## src/cma_pkg.sv

```systemverilog
// Shared types and constants for the central moment accumulator.
package cma_pkg;

    localparam int SAMPLE_W    = 32;
    localparam int DEV_W       = 33;
    localparam int MOMENT_W    = 64;
    localparam int DEG_W       = 4;
    localparam int STATUS_W    = 2;
    localparam int COUNT_OUT_W = 17;
    localparam int PROD_W      = 96;

    // Configuration register indexes.
    localparam logic REG_MEAN   = 1'b0;
    localparam logic REG_DEGREE = 1'b1;

    // Result status codes.
    localparam logic [STATUS_W-1:0] ST_OK     = 2'd0;
    localparam logic [STATUS_W-1:0] ST_DEGREE = 2'd1;
    localparam logic [STATUS_W-1:0] ST_SAT    = 2'd2;

    // Sequencer states of the top level.
    typedef enum logic [2:0] {
        S_IDLE,
        S_POW_START,
        S_POW_WAIT,
        S_ACCUM,
        S_FINISH,
        S_DIV_WAIT,
        S_DELIVER
    } seq_state_t;

    // Status returned by the shared multiply unit.
    typedef struct packed {
        logic done;
        logic ovf;
    } mul_stat_t;

endpackage

```

## src/cma_qmul.sv

```systemverilog
// Shared fixed-point multiply step: two 32x32 partial products and a saturating combine.
module cma_qmul #(
    parameter int FRAC_BITS = 16
) (
    input  logic                                  clk,
    input  logic                                  rst_n,
    input  logic                                  start,
    input  logic signed [cma_pkg::MOMENT_W-1:0]   a,
    input  logic signed [cma_pkg::DEV_W-1:0]      b,
    output cma_pkg::mul_stat_t                    stat,
    output logic signed [cma_pkg::MOMENT_W-1:0]   result
);

    logic [1:0]                        phase_reg;
    logic [1:0]                        phase_next;
    logic [cma_pkg::MOMENT_W-1:0]      x_reg;
    logic [31:0]                       y_reg;
    logic                              neg_reg;
    logic [63:0]                       plo_reg;
    logic [63:0]                       phi_reg;
    logic [cma_pkg::MOMENT_W-1:0]      a_mag;
    logic [cma_pkg::DEV_W-1:0]         b_mag;
    logic [31:0]                       x_part;
    logic [63:0]                       part_prod;
    logic [cma_pkg::PROD_W-1:0]        full;
    logic [cma_pkg::PROD_W-1:0]        shifted;
    logic [63:0]                       r;
    logic                              big;

    assign a_mag = a[cma_pkg::MOMENT_W-1] ? (~a + 1'b1) : a;
    assign b_mag = b[cma_pkg::DEV_W-1] ? (~b + 1'b1) : b;

    // One 32x32 multiplier serves both halves of the power operand in turn.
    assign x_part    = (phase_reg == 2'd1) ? x_reg[31:0] : x_reg[63:32];
    assign part_prod = 64'(x_part) * 64'(y_reg);

    always_comb
    begin
        phase_next = phase_reg;
        if (phase_reg == 2'd0)
        begin
            if (start)
                phase_next = 2'd1;
        end
        else
        begin
            phase_next = phase_reg + 2'd1;
        end
    end

    always_ff @(posedge clk or negedge rst_n)
    begin
        if (!rst_n)
            phase_reg <= 2'd0;
        else
            phase_reg <= phase_next;
    end

    always_ff @(posedge clk)
    begin
        if (phase_reg == 2'd0 && start)
        begin
            x_reg   <= a_mag;
            y_reg   <= b_mag[31:0];
            neg_reg <= a[cma_pkg::MOMENT_W-1] ^ b[cma_pkg::DEV_W-1];
        end
        if (phase_reg == 2'd1)
            plo_reg <= part_prod;
        if (phase_reg == 2'd2)
            phi_reg <= part_prod;
    end

    // Combine the partial products, drop the fraction, then saturate.
    always_comb
    begin
        full    = {phi_reg, 32'd0} + {32'd0, plo_reg};
        shifted = full >> FRAC_BITS;
        r       = shifted[63:0];
        big     = |shifted[cma_pkg::PROD_W-1:64];
        stat.ovf = 1'b0;
        if (neg_reg)
        begin
            if (big || r > 64'h8000_0000_0000_0000)
            begin
                stat.ovf = 1'b1;
                result   = 64'sh8000_0000_0000_0000;
            end
            else
            begin
                result = $signed(~r + 64'd1);
            end
        end
        else
        begin
            if (big || r[63])
            begin
                stat.ovf = 1'b1;
                result   = 64'sh7FFF_FFFF_FFFF_FFFF;
            end
            else
            begin
                result = $signed(r);
            end
        end
        stat.done = (phase_reg == 2'd3);
    end

endmodule

```

## src/cma_div.sv

```systemverilog
// Restoring divider, one quotient bit per cycle, signed dividend by unsigned count.
module cma_div #(
    parameter int CNT_W = 17
) (
    input  logic                                  clk,
    input  logic                                  rst_n,
    input  logic                                  start,
    input  logic signed [cma_pkg::MOMENT_W-1:0]   dividend,
    input  logic [CNT_W-1:0]                      divisor,
    output logic                                  done,
    output logic signed [cma_pkg::MOMENT_W-1:0]   quotient
);

    localparam int ITER_W = $clog2(cma_pkg::MOMENT_W + 1);

    logic                              busy_reg;
    logic [ITER_W-1:0]                 iter_reg;
    logic                              done_reg;
    logic [cma_pkg::MOMENT_W-1:0]      q_reg;
    logic [CNT_W-1:0]                  rem_reg;
    logic [CNT_W-1:0]                  dvs_reg;
    logic                              neg_reg;
    logic [CNT_W:0]                    trial;
    logic                              fits;

    assign trial = {rem_reg, q_reg[cma_pkg::MOMENT_W-1]};
    assign fits  = trial >= {1'b0, dvs_reg};

    always_ff @(posedge clk or negedge rst_n)
    begin
        if (!rst_n)
        begin
            busy_reg <= 1'b0;
            iter_reg <= '0;
            done_reg <= 1'b0;
        end
        else
        begin
            done_reg <= busy_reg && (iter_reg == ITER_W'(1));
            if (start)
            begin
                busy_reg <= 1'b1;
                iter_reg <= ITER_W'(cma_pkg::MOMENT_W);
            end
            else if (busy_reg)
            begin
                iter_reg <= iter_reg - 1'b1;
                if (iter_reg == ITER_W'(1))
                    busy_reg <= 1'b0;
            end
        end
    end

    always_ff @(posedge clk)
    begin
        if (start)
        begin
            q_reg   <= dividend[cma_pkg::MOMENT_W-1] ? (~dividend + 1'b1) : dividend;
            rem_reg <= '0;
            dvs_reg <= divisor;
            neg_reg <= dividend[cma_pkg::MOMENT_W-1];
        end
        else if (busy_reg)
        begin
            rem_reg <= fits ? CNT_W'(trial - {1'b0, dvs_reg}) : trial[CNT_W-1:0];
            q_reg   <= {q_reg[cma_pkg::MOMENT_W-2:0], fits};
        end
    end

    assign done     = done_reg;
    assign quotient = neg_reg ? $signed(~q_reg + 1'b1) : $signed(q_reg);

endmodule

```

## src/central_moment_accumulator.sv

```systemverilog
// Central moment accumulator: sequencer, set state and result register.
// A new sample is taken only when the sequencer is idle; its deviation is raised to the
// degree-th power by passes of the shared multiply unit (two 32x32 partial products and a combine).
// A last sample adds a close step, a bit-serial divide and a load of the result;
// at degree zero there is no divide.
// Reset (asynchronous, active low) sets mean 0, degree 2 and clears sum, count and flags.
module central_moment_accumulator #(
    parameter int FRAC_BITS   = 16,
    parameter int COUNT_LIMIT = 65536
) (
    input  logic                                     clk,
    input  logic                                     rst_n,
    input  logic                                     cfg_we,
    input  logic                                     cfg_index,
    input  logic [31:0]                              cfg_data,
    input  logic                                     in_valid,
    output logic                                     in_stall,
    input  logic signed [cma_pkg::SAMPLE_W-1:0]      sample,
    input  logic                                     last,
    output logic                                     out_valid,
    input  logic                                     out_stall,
    output logic signed [cma_pkg::MOMENT_W-1:0]      moment,
    output logic [cma_pkg::STATUS_W-1:0]             status,
    output logic [cma_pkg::COUNT_OUT_W-1:0]          sample_count
);

    localparam int CNT_W = $clog2(COUNT_LIMIT + 1);
    localparam logic [CNT_W-1:0] MAX_CNT = CNT_W'(COUNT_LIMIT);

    cma_pkg::seq_state_t                      state_reg;
    cma_pkg::seq_state_t                      state_next;

    // Configuration registers.
    logic signed [cma_pkg::SAMPLE_W-1:0]      mean_reg;
    logic [cma_pkg::DEG_W-1:0]                degree_reg;

    // Per-sample working registers.
    logic signed [cma_pkg::DEV_W-1:0]         dev_reg;
    logic signed [cma_pkg::MOMENT_W-1:0]      pow_reg;
    logic [cma_pkg::DEG_W-1:0]                deg_left_reg;
    logic [cma_pkg::DEG_W-1:0]                deg_cur_reg;
    logic                                     last_reg;

    // Set state.
    logic signed [cma_pkg::MOMENT_W-1:0]      sum_reg;
    logic [CNT_W-1:0]                         count_reg;
    logic                                     ovf_reg;

    // Result waiting for the divider, and the output register.
    logic [cma_pkg::STATUS_W-1:0]             res_status_reg;
    logic [CNT_W-1:0]                         res_count_reg;
    logic signed [cma_pkg::MOMENT_W-1:0]      res_moment_reg;
    logic                                     out_valid_reg;
    logic signed [cma_pkg::MOMENT_W-1:0]      moment_reg;
    logic [cma_pkg::STATUS_W-1:0]             status_reg;
    logic [CNT_W+cma_pkg::COUNT_OUT_W-1:0]    count_wide;
    logic [cma_pkg::COUNT_OUT_W-1:0]          count_out_reg;

    // Control decoded from the state.
    logic                                     in_take;
    logic                                     mul_start;
    logic                                     div_start;
    logic                                     out_free;
    logic                                     out_load;

    cma_pkg::mul_stat_t                       mul_stat;
    logic signed [cma_pkg::MOMENT_W-1:0]      mul_result;
    logic                                     div_done;
    logic signed [cma_pkg::MOMENT_W-1:0]      div_quot;
    logic signed [cma_pkg::MOMENT_W:0]        sum_ext;
    logic                                     sum_sat;

    cma_qmul #(
        .FRAC_BITS (FRAC_BITS)
    ) u_qmul (
        .clk    (clk),
        .rst_n  (rst_n),
        .start  (mul_start),
        .a      (pow_reg),
        .b      (dev_reg),
        .stat   (mul_stat),
        .result (mul_result)
    );

    cma_div #(
        .CNT_W (CNT_W)
    ) u_div (
        .clk      (clk),
        .rst_n    (rst_n),
        .start    (div_start),
        .dividend (sum_reg),
        .divisor  (count_reg),
        .done     (div_done),
        .quotient (div_quot)
    );

    // A finished result may be loaded when the output register is empty or being taken.
    assign out_free = !out_valid_reg || !out_stall;

    // The accumulator adds one extra bit so that overflow shows as a sign mismatch.
    assign sum_ext = {sum_reg[cma_pkg::MOMENT_W-1], sum_reg}
                   + {pow_reg[cma_pkg::MOMENT_W-1], pow_reg};
    assign sum_sat = (sum_ext[cma_pkg::MOMENT_W] != sum_ext[cma_pkg::MOMENT_W-1]);

    // Next-state logic.
    always_comb
    begin
        state_next = state_reg;
        unique case (state_reg)
            cma_pkg::S_IDLE:
            begin
                if (in_valid)
                    state_next = (degree_reg == '0) ? cma_pkg::S_ACCUM : cma_pkg::S_POW_START;
            end
            cma_pkg::S_POW_START:
                state_next = cma_pkg::S_POW_WAIT;
            cma_pkg::S_POW_WAIT:
            begin
                if (mul_stat.done)
                    state_next = (deg_left_reg == cma_pkg::DEG_W'(1)) ?
                                 cma_pkg::S_ACCUM : cma_pkg::S_POW_START;
            end
            cma_pkg::S_ACCUM:
                state_next = last_reg ? cma_pkg::S_FINISH : cma_pkg::S_IDLE;
            cma_pkg::S_FINISH:
                state_next = (deg_cur_reg == '0) ? cma_pkg::S_DELIVER : cma_pkg::S_DIV_WAIT;
            cma_pkg::S_DIV_WAIT:
            begin
                if (div_done)
                    state_next = cma_pkg::S_DELIVER;
            end
            cma_pkg::S_DELIVER:
            begin
                if (out_free)
                    state_next = cma_pkg::S_IDLE;
            end
            default:
                state_next = cma_pkg::S_IDLE;
        endcase
    end

    // Output and strobe logic.
    always_comb
    begin
        in_take   = 1'b0;
        mul_start = 1'b0;
        div_start = 1'b0;
        out_load  = 1'b0;
        unique case (state_reg)
            cma_pkg::S_IDLE:      in_take   = in_valid;
            cma_pkg::S_POW_START: mul_start = 1'b1;
            cma_pkg::S_FINISH:    div_start = (deg_cur_reg != '0);
            cma_pkg::S_DELIVER:   out_load  = out_free;
            default:              in_take   = 1'b0;
        endcase
    end

    assign in_stall = (state_reg != cma_pkg::S_IDLE);

    always_ff @(posedge clk or negedge rst_n)
    begin
        if (!rst_n)
        begin
            state_reg     <= cma_pkg::S_IDLE;
            mean_reg      <= '0;
            degree_reg    <= cma_pkg::DEG_W'(2);
            sum_reg       <= '0;
            count_reg     <= '0;
            ovf_reg       <= 1'b0;
            out_valid_reg <= 1'b0;
        end
        else
        begin
            state_reg <= state_next;

            if (cfg_we)
            begin
                unique case (cfg_index)
                    cma_pkg::REG_MEAN:   mean_reg   <= $signed(cfg_data);
                    cma_pkg::REG_DEGREE: degree_reg <= cfg_data[cma_pkg::DEG_W-1:0];
                    default:             mean_reg   <= mean_reg;
                endcase
            end

            if (mul_stat.done && mul_stat.ovf)
                ovf_reg <= 1'b1;

            // Saturating add of the powered deviation, and the sample count.
            if (state_reg == cma_pkg::S_ACCUM)
            begin
                if (sum_sat)
                    sum_reg <= sum_ext[cma_pkg::MOMENT_W] ?
                               64'sh8000_0000_0000_0000 : 64'sh7FFF_FFFF_FFFF_FFFF;
                else
                    sum_reg <= sum_ext[cma_pkg::MOMENT_W-1:0];
                // A saturated sum or a sample past the count limit both mark the set.
                if (sum_sat || count_reg >= MAX_CNT)
                    ovf_reg <= 1'b1;
                if (count_reg < MAX_CNT)
                    count_reg <= count_reg + 1'b1;
            end

            // The divider takes the sum and count at this edge if degree > 0, so the set restarts.
            if (state_reg == cma_pkg::S_FINISH)
            begin
                sum_reg   <= '0;
                count_reg <= '0;
                ovf_reg   <= 1'b0;
            end

            out_valid_reg <= (out_valid_reg && out_stall) || out_load;
        end
    end

    // Payload registers carry no reset.
    always_ff @(posedge clk)
    begin
        if (in_take)
        begin
            dev_reg      <= cma_pkg::DEV_W'(sample) - cma_pkg::DEV_W'(mean_reg);
            pow_reg      <= cma_pkg::MOMENT_W'(64'd1 << FRAC_BITS);
            deg_left_reg <= degree_reg;
            deg_cur_reg  <= degree_reg;
            last_reg     <= last;
        end

        if (state_reg == cma_pkg::S_POW_WAIT && mul_stat.done)
        begin
            pow_reg      <= mul_result;
            deg_left_reg <= deg_left_reg - 1'b1;
        end

        if (state_reg == cma_pkg::S_FINISH)
        begin
            res_count_reg <= count_reg;
            if (deg_cur_reg == '0)
            begin
                res_moment_reg <= '0;
                res_status_reg <= cma_pkg::ST_DEGREE;
            end
            else
            begin
                res_status_reg <= ovf_reg ? cma_pkg::ST_SAT : cma_pkg::ST_OK;
            end
        end

        if (state_reg == cma_pkg::S_DIV_WAIT && div_done)
            res_moment_reg <= div_quot;

        if (out_load)
        begin
            moment_reg    <= res_moment_reg;
            status_reg    <= res_status_reg;
            count_out_reg <= count_wide[cma_pkg::COUNT_OUT_W-1:0];
        end
    end

    // The reported count keeps only its low bits.
    assign count_wide = {{cma_pkg::COUNT_OUT_W{1'b0}}, res_count_reg};

    assign out_valid    = out_valid_reg;
    assign moment       = moment_reg;
    assign status       = status_reg;
    assign sample_count = count_out_reg;

endmodule
```

## config.mk

```make
export PLATFORM = sky130hd
export DESIGN_NAME = central_moment_accumulator
export DESIGN_NICKNAME = d
export VERILOG_FILES = /design/src/cma_pkg.sv /design/src/cma_qmul.sv /design/src/cma_div.sv /design/src/central_moment_accumulator.sv
export SDC_FILE = /design/constraint.sdc
export NUM_CORES = 2
export LEC_CHECK = 0
export ABC_AREA = 1
export BUFFER_PORTS_ARGS = -buffer_cell sky130_fd_sc_hd__buf_2
export CAP_MARGIN = 0
export CORE_UTILIZATION = 45
export DETAILED_ROUTE_END_ITERATION = 7
export GPL_TIMING_DRIVEN = 0
export SLEW_MARGIN = 20
export SYNTH_ARGS = -nofsm -noshare
export SYNTH_HDL_FRONTEND = slang
export SYNTH_SLANG_ARGS = --single-unit
```

## constraint.sdc

```tcl
create_clock -name clk -period 12.18 [get_ports clk]
set_input_delay 1.218 -clock clk [delete_from_list [all_inputs] [get_ports clk]]
set_output_delay 1.218 -clock clk [all_outputs]
set_load 0.02 [all_outputs]
```

==> metrics.txt <==
f_max 0.0886 GHz; post-synth top area share 0.237; slowest library cell on the worst path clkbuf_1; synthesis-stage register bit count 713; number of DRC markers in iteration 0 6632; Vias/cell 5.55; count leader, synth inv_1; die area 171000 um^2; Setup Skew 0.0621 ns; Syn Area/Cell 8.27 um^2; hold path cells 0; WP data required 12.67 ns; worst setup path class reg2reg; row count 150; Final setup viols 0; router iterations before antenna repair 6; reg2reg setup slack 0.89 ns; Post-synth top flop edfxtp_1; number of CTS-inserted buffers 79; CP Max Fanout 10; Net Count, Synth 10607; clock sinks 713; Final Hold Fails 0; Placed Area 80600 um^2; GR Overflow Total 0; CTS tree yes; Post-Route WL 299000 um; DP HPWL 250000 um; H-Tree Depth 3; fin. max-slew vios 0; Area contributors post-synth fa_1, edfxtp_1, inv_1; Longest Clk Path Bufs 3; Ports 156; largest net degree at the start of global routing 70; RSZ-0062 raised after global routing false; Final Cell Area 83500 um^2; Die H 413 um; cts repair resizes 0; post-route ant nets 0; drt drc 0; Hold-fix buffers, CTS 0; worst-margin pin slew 1.31 ns; critical path arrival 11.78 ns; register area share after synthesis 0.270; # fillers 16404; most frequent cells after synthesis inv_1, nand2_1, nor2_1, fa_1, edfxtp_1; first-pass GRT wire length 434000 um; Worst-path clk slew 0.06 ns; Worst Setup End Kind register; core area 168000 um^2; Worst path max stage delay 0.98 ns; Clk Latency, worst-skew pair 0.73 ns; Synth async-reset ratio 0.187; drt wl/cell 25.4 um; TNS Setup 0 ns; number of flops mapped to enable cells by yosys 563; MaxCap Viol Count 0; Core Util, Final 0.498; mapped cell area 76200 um^2; Final min period 11.29 ns; startpoint types register; Post-CTS Setup Bufs 0; via count 65254; Synth Instances 9214; initial core utilization 0.454; antenna violations before repair 14; IO buf count 155; Area Growth Syn to Fin 9.59%; layout cells sized above 1 0.0569; cell taking the most area after synthesis fa_1; Crit path top cell by count fa_1; routability cong. 1.03; Root Buffer Master clkbuf_16; worst min-delay path class reg2reg; synth warn 0; nets@finish 10882; Cell variety after synth 65; GR Util All Layers 0.353; status complete, no violations; die width 413 um; crit share post-route 0.927; vias in the first global route 64205; slew margin rel. 0.127; worst reg2reg path depth 31
[worst max-delay path, delay by kind of cell, from the launching register on]
family | cells | cell delay (ns)
and+or+nand+nor | 7 | 1.15
AOI/OAI and AO/OA | 5 | 1.60
adders and majority gates | 10 | 5.06
xor gates and xnor gates | 1 | 0.35
buffers and inverters | 8 | 2.42
DFF | 1 | 0.42
[per-stage QoR]
stage               hold WS, ns  setup WS [ns]  instances
floorplan                 0.400           2.97       9214
global placement          0.400          -1.66      11573
detailed placement        0.405           1.16      11611
CTS                       0.401           1.08      11754
global route              0.415          0.423      11756
finish                    0.399          0.889      11757
[per-layer routing]
layer  vias to the layer above  GRT usage  wire length, um
li1                      29581          -                -
met4                         6      0.117            11100
met5                         -          0               43
met2                      2970      0.510           124000
met1                     32217      0.509           132000
met3                       480     0.0930            32000
[kinds of logic (layout without fill, tap and decap cells)]
group / count (synthesis) / count (layout) / synth area share
compound gates: 1178 / 1178 / 0.0835
xor+xnor: 355 / 355 / 0.0408
fa+ha+maj: 1322 / 1322 / 0.306
buf+inv: 2028 / 2365 / 0.101
flops: 713 / 713 / 0.270
mux: 1 / 1 / 0.000131
other cells: 0 / 2 / 0
simple gates: 3617 / 3617 / 0.198
[final cells by class]
type,count,area (um^2),share of cell area
Antenna cell,2,5.00,0.0000600
Buffer,284,1190,0.0142
Clock buffer,90,2020,0.0242
Clock inverter,53,797,0.00955
Inverter,1744,6550,0.0784
Multi-Input combinational cell,6473,48100,0.576
Sequential cell,713,20600,0.247
Tap cell,2204,2760,0.0330
Timing Repair Buffer,194,1510,0.0180
[placed cells by master (no fill, tap or decap), drive strengths merged, types with 132 or more instances in the layout]
cell type / instances
xor2: 243
nand2: 1621
clkbuf: 348
a21oi: 474
edfxtp: 563
nor3: 133
inv: 1729
fa: 900
nand3: 334
o21ai: 513
dfrtp: 132
ha: 422
buf: 220
nor2: 1285
[path summary, 6_finish.rpt]
kind | to | start
worst max register to register | u_qmul.plo_reg[62] | u_qmul.phase_reg[1]
worst min register to register | moment[5] | res_moment_reg[5]
worst max-delay path | u_qmul.plo_reg[62] | u_qmul.phase_reg[1]
worst min-delay path | moment[5] | res_moment_reg[5]
min in group asynchronous | sum_reg[60] | rst_n
max in group asynchronous | mean_reg[7] | rst_n
Power is not shown: default switching activity piles up to over one toggle a cycle in this logic, so the estimate is an artifact.
